### config.mk
export PLATFORM = sky130hd
export DESIGN_NAME = rim_ctrl
export DESIGN_NICKNAME = d
export VERILOG_FILES = /design/src/hdl/rim_pkg.sv /design/src/hdl/rim_ctrl.sv
export SDC_FILE = /design/constraint.sdc
export NUM_CORES = 1
export LEC_CHECK = 0
export ABC_CLOCK_PERIOD_IN_PS = 1400
export BUFFER_PORTS_ARGS = -buffer_cell sky130_fd_sc_hd__buf_2
export CAP_MARGIN = 10
export CORE_MARGIN = 1.5
export CORE_UTILIZATION = 45
export CTS_CLUSTER_SIZE = 30
export DETAILED_ROUTE_END_ITERATION = 10
export GPL_TIMING_DRIVEN = 0
export HOLD_SLACK_MARGIN = 0.03
export PLACE_DENSITY = 0.74
export SLEW_MARGIN = 20
export SYNTH_ARGS = -nofsm -noshare
export SYNTH_HDL_FRONTEND = slang
export SYNTH_SLANG_ARGS = --single-unit
export TNS_END_PERCENT = 10
### constraint.sdc
create_clock -name clk -period 1.4 [get_ports clk]
set_input_delay 0.07 -clock clk [delete_from_list [all_inputs] [get_ports clk]]
set_output_delay 0.07 -clock clk [all_outputs]
set_load 0.02 [all_outputs]
### src/hdl/rim_pkg.sv
// Shared widths, multiplier operand codes and the command and status types
// that pass between the mixer controller and its datapath.
// No dependencies.
`default_nettype none

package rim_pkg;

  localparam int SAMPLE_W   = 16;  // input sample and mixed outputs, Q1.15
  localparam int OSC_W      = 32;  // oscillator and step registers, Q2.30
  localparam int FRAC_W     = 30;  // fraction bits of the oscillator
  localparam int PROD_W     = 2 * OSC_W;
  localparam int QUO_W      = OSC_W + FRAC_W;  // renormalization quotient
  localparam int SQRT_STEPS = OSC_W;           // one result bit per step
  localparam int DIV_STEPS  = QUO_W;           // one quotient bit per step
  localparam int CNT_W      = $clog2(DIV_STEPS);

  // Operand pairs for the two shared multipliers.
  localparam logic [1:0] MUL_MIX   = 2'd0;  // sample*re, sample*im
  localparam logic [1:0] MUL_ROT_A = 2'd1;  // re*cos,    im*sin
  localparam logic [1:0] MUL_ROT_B = 2'd2;  // im*cos,    re*sin
  localparam logic [1:0] MUL_SQ    = 2'd3;  // re*re,     im*im

  typedef struct packed {
    logic       mul_en;
    logic [1:0] mul_sel;
    logic       mix_ld;
    logic       re_ld;
    logic       im_ld;
    logic       sqrt_init;
    logic       sqrt_step;
    logic       div_init;
    logic       div_step;
    logic       norm_ld;
    logic       out_ld;
  } rim_cmd_t;

  typedef struct packed {
    logic root_zero;
  } rim_sts_t;

endpackage

`default_nettype wire

### src/hdl/rim_ctrl.sv
// Mixer controller: sequences multiplies, rotation, renormalization and the
// output handshake of one word at a time.
// Depends on rim_pkg.
`default_nettype none

module rim_ctrl
  import rim_pkg::*;
(
  input  wire logic     clk,
  input  wire logic     rst_n,
  input  wire logic     in_valid,
  input  wire logic     in_last,
  output logic          in_ready,
  input  wire logic     out_ready,
  output logic          out_valid,
  input  wire rim_sts_t sts,
  output rim_cmd_t      cmd
);

  localparam logic [3:0] S_IDLE = 4'd0;
  localparam logic [3:0] S_ROT0 = 4'd1;
  localparam logic [3:0] S_ROT1 = 4'd2;
  localparam logic [3:0] S_ROT2 = 4'd3;
  localparam logic [3:0] S_SQ   = 4'd4;
  localparam logic [3:0] S_MAG  = 4'd5;
  localparam logic [3:0] S_SQRT = 4'd6;
  localparam logic [3:0] S_DVI  = 4'd7;
  localparam logic [3:0] S_DIV  = 4'd8;
  localparam logic [3:0] S_FIN  = 4'd9;

  logic [3:0]       state_r, state_nxt;
  logic [CNT_W-1:0] cnt_r, cnt_nxt;
  logic             last_r, last_nxt;
  logic             out_valid_r, out_valid_nxt;
  logic             out_free;

  assign out_free = !out_valid_r || out_ready;

  always_comb begin
    cmd       = '0;
    state_nxt = state_r;
    cnt_nxt   = cnt_r;
    last_nxt  = last_r;
    in_ready  = 1'b0;
    case (state_r)
      S_IDLE: begin
        in_ready = 1'b1;
        if (in_valid) begin
          cmd.mul_en  = 1'b1;
          cmd.mul_sel = MUL_MIX;
          last_nxt    = in_last;
          state_nxt   = S_ROT0;
        end
      end
      S_ROT0: begin
        cmd.mix_ld  = 1'b1;
        cmd.mul_en  = 1'b1;
        cmd.mul_sel = MUL_ROT_A;
        state_nxt   = S_ROT1;
      end
      S_ROT1: begin
        cmd.re_ld   = 1'b1;
        cmd.mul_en  = 1'b1;
        cmd.mul_sel = MUL_ROT_B;
        state_nxt   = S_ROT2;
      end
      S_ROT2: begin
        // Products are held here, so a stall just rewrites the same value.
        cmd.im_ld = 1'b1;
        if (last_r) begin
          state_nxt = S_SQ;
        end else if (out_free) begin
          cmd.out_ld = 1'b1;
          state_nxt  = S_IDLE;
        end
      end
      S_SQ: begin
        cmd.mul_en  = 1'b1;
        cmd.mul_sel = MUL_SQ;
        state_nxt   = S_MAG;
      end
      S_MAG: begin
        cmd.sqrt_init = 1'b1;
        cnt_nxt       = '0;
        state_nxt     = S_SQRT;
      end
      S_SQRT: begin
        cmd.sqrt_step = 1'b1;
        if (cnt_r == CNT_W'(SQRT_STEPS - 1)) begin
          cnt_nxt   = '0;
          state_nxt = S_DVI;
        end else begin
          cnt_nxt = cnt_r + CNT_W'(1);
        end
      end
      S_DVI: begin
        cmd.div_init = 1'b1;
        state_nxt    = sts.root_zero ? S_FIN : S_DIV;
      end
      S_DIV: begin
        cmd.div_step = 1'b1;
        if (cnt_r == CNT_W'(DIV_STEPS - 1)) begin
          cnt_nxt   = '0;
          state_nxt = S_FIN;
        end else begin
          cnt_nxt = cnt_r + CNT_W'(1);
        end
      end
      S_FIN: begin
        cmd.norm_ld = 1'b1;
        if (out_free) begin
          cmd.out_ld = 1'b1;
          state_nxt  = S_IDLE;
        end
      end
      default: begin
        state_nxt = S_IDLE;
      end
    endcase
  end

  always_comb begin
    if (cmd.out_ld) begin
      out_valid_nxt = 1'b1;
    end else if (out_ready) begin
      out_valid_nxt = 1'b0;
    end else begin
      out_valid_nxt = out_valid_r;
    end
  end

  always_ff @(posedge clk) begin
    if (!rst_n) begin
      state_r     <= S_IDLE;
      cnt_r       <= '0;
      last_r      <= 1'b0;
      out_valid_r <= 1'b0;
    end else begin
      state_r     <= state_nxt;
      cnt_r       <= cnt_nxt;
      last_r      <= last_nxt;
      out_valid_r <= out_valid_nxt;
    end
  end

  assign out_valid = out_valid_r;

endmodule

`default_nettype wire

==> impl_summary.md <==
Yosys
Of all cell types, the one taking the most synthesized area is sky130_fd_sc_hd__dfxtp_1. The number of synthesized flops with an enable pin is 0. The summed instance area of the synthesized netlist is 850 µm². The post-synth net total is 118. Dividing the synthesized area by the synthesized cell count gives 7.72 µm².

Among all flip-flop cells after synthesis, the most frequent one is sky130_fd_sc_hd__dfxtp_1. The total number of yosys warnings is 0. In the post-synthesis netlist, the cell with the most instances is sky130_fd_sc_hd__nand2_1.

After synthesis, the most frequently instantiated cells are sky130_fd_sc_hd__nand2_1, sky130_fd_sc_hd__dfxtp_1, sky130_fd_sc_hd__a21oi_1. After synthesis the netlist holds a flip-flop and latch count of 12. Sorting the synthesized cells by area gives the leading types as sky130_fd_sc_hd__dfxtp_1, sky130_fd_sc_hd__a21oi_1, sky130_fd_sc_hd__nand2_1. For this run, the register share of the synthesized area comes to 0.283. The number of instances in the synthesized netlist is 110. The share of the synthesized area in the top cell type is 0.283. The share of synthesized registers carrying an async set or reset is 0. The number of distinct library cell variants in the gate-level netlist after synthesis is 36.

Timing
The clock period minus worst slack is 1.59 ns. The final hold violation count is 0. On the final layout, the worst hold slack is 0.0421 ns.

At the pin with the least slew margin, the transition time is 0.364 ns. Derived from the worst setup path, the maximum achievable clock frequency is 627 MHz. The setup skew after layout is 0.0116 ns. The number of slew-limit violations in the final report is 0. Setup violations remaining at the end of the flow were counted as 16. Measured against its own limit, the worst slew margin works out to 0.756. Across all setup checks in the final design, the least slack found is -0.195 ns.

In the finished design, the share of the clock period the worst path needs comes to 1.14. Setup repair after global routing could not meet its margin everywhere.

Pwr
The analysis attributes to cell leakage a power of 0.532 nW. The worst IR drop on VDD is 0.500 mV. Power spread over the standard cell area amounts to 703 mW/mm². The design draws 0.913 mW.

Worst setup path
The kind of start point of the critical path is a flop. The start-to-end type of the worst setup path is reg -> out. The master of the slowest instance on the critical path is sky130_fd_sc_hd__dfxtp_4. In this design, the largest share of critical-path delay is due to simple AND/OR/NAND/NOR gates. Of all nets on the critical path, the largest fanout is 4. Among the stages of the critical path, the cell type that occurs most often is sky130_fd_sc_hd__buf_6. Traced cell by cell, the critical path runs through buf_6 > nor4_4 > nand2_1 > or3b_4 > buf_6. The worst path buffer plus inverter count is 2. For this run, the slowest stage of the critical path takes 0.36 ns. The signal arrival time at the worst endpoint is 1.52 ns. The worst path required time is 1.33 ns. The element type at the critical path end is an output pin.

Global route
For this run, the total global-route usage over all layers was measured as 0.227. Global routing finished with a remaining overflow of 0. The initial antenna violation count was 0. The first-pass GRT wire length is 3410 µm. Entering global routing, the biggest net connects 11 pins.

The number of global-route vias before repair is 799.

CTS
The tree built by TritonCTS fans out to 12 sinks. The later-pin clock latency in the skew report is 0.28 ns. The clock passes through at most 2 buffers. In this run the number of H-tree levels came out at 1. The root buffer cell is sky130_fd_sc_hd__clkbuf_4. The total CTS buffers is 3. The clock-pin slew of the registers on the worst-case setup and hold paths is 0.08 ns.

TritonCTS built the clock tree.

Detailed routing
The first routing iteration left 11 violations. The detailed-route via count is 960. The pre-antenna-repair detailed-routing pass consisted of 4 iterations. The per-cell via count in the routed design is 5.61.

The routed design has 2320 µm of wire. The number of antenna-violating nets in the routed design is 0. The detail-routed net length per standard cell is 13.5 µm. The residual DRC count is 0.

Final layout
At the end of the flow, the number of nets in the layout was 156. The number of inserted diodes is 0. The count of cells in the finished layout, fillers not included, comes to 171. Fill cells in the final layout number 127.

The area growth from synthesis to final layout is 52.9%. In the final layout, the share of cells above drive strength 1 is 0.479.

Floorplan
The total I/O pin count is 20. The core outline area is 0.00175 mm². From bottom edge to top edge, the die measures 46.5 µm. The die covers 0.00216 mm². For this configuration, the core starts out at a cell density of 0.487. After floorplanning, the core was divided into 15 placement rows.

The width of the die is 46.5 µm.

Place
The global placer's final weighted congestion is 0.861. Summed over all nets, the half-perimeter wirelength after detailed placement is 1410 µm. The cell count after placement is 154. In this run the tool buffered the top-level ports with 19 buffer cells.

Status
The checks that failed: setup timing. The flow ran to the end, but the final reports show violations.

Hold path
The worst min-delay path category is in -> reg.

Flow run
The max-capacitance violation count is 0.
through the flow:
stage	instance area, µm²	utilization	TNS [ns]	worst slack [ns]
after detailed placement	992	0.568	-0.882	-0.263
final	1300	0.744	-1.64	-0.195
after floorplan	866	-	-0.927	-0.164
after global routing	1300	0.744	-2.94	-0.266
after CTS	1210	0.694	-1.15	-0.152
after global placement	992	0.568	-0.591	-0.199
path summary, 6_finish.rpt:
path | start | to | slack (ns) | cells after the start
worst min-delay path | rst_n | state_r[1] | 0.04 | 3
worst max-delay path | state_r[1] | cmd[11] | -0.19 | 5
worst min register to register | cnt_r[0] | cnt_r[0] | 0.48 | 1
worst max register to register | state_r[1] | cnt_r[4] | -0.17 | 7
metal layers:
metal	GRT usage	vias up	share of wire
met4	0.0743	0	0.024
met2	0.367	26	0.50
met5	0	-	0
met1	0.288	462	0.43
met3	0.0627	6	0.046
li1	-	466	-
cell usage in the layout, fill, tap and decap left out, drive strengths merged, types with 4 or more instances in the layout:
| cell type | count |
|---|---|
| a21oi | 10 |
| nor3b | 4 |
| nand3 | 5 |
| clkbuf | 4 |
| nor2 | 7 |
| nor3 | 10 |
| buf | 41 |
| nand2 | 13 |
| dfxtp | 12 |
| nor2b | 5 |
flip-flops by register name, indices dropped and copies added (netlist names):
name	count
cnt_r	6
state_r	4
last_r	1
out_valid	1
kinds of logic after synthesis:
kind of cell / count (synthesis) / synth area share
compound gates: 27 / 0.203
xor+xnor: 2 / 0.0206
fa+ha+maj: 2 / 0.0295
buf+inv: 13 / 0.0913
flops: 12 / 0.283
simple gates: 54 / 0.373
where the power goes:
| part | leakage [nW] | total (mW) | internal (mW) | switching [mW] |
|---|---|---|---|---|
| clock network | 0.0138 | 0.217 | 0.0996 | 0.117 |
| registers | 0.101 | 0.360 | 0.350 | 0.0100 |
| logic | 0.418 | 0.336 | 0.171 | 0.166 |
worst min-delay path: stages:
cell and delay (ns):
sky130_fd_sc_hd__buf_2 0.11, sky130_fd_sc_hd__nand2_1 0.05, sky130_fd_sc_hd__o21ai_1 0.06
timing repair:
item | 4_1_cts | 5_1_grt
hold buffers | 0 | 0
endpoints found under the setup margin | 19 | 22
resized for setup | 34 | 23
setup buffers | 14 | 2
pin swaps | 9 | 10
final cells by class:
type,count,area [µm²],area share
Buffer,7,77.6,0.0597
Tap cell,25,31.3,0.0241
Clock buffer,3,22.5,0.0173
Inverter,4,15.0,0.0116
Timing Repair Buffer,35,277,0.213
Sequential cell,12,256,0.197
Multi-Input combinational cell,85,619,0.477
(Power assumes the default switching activity.)
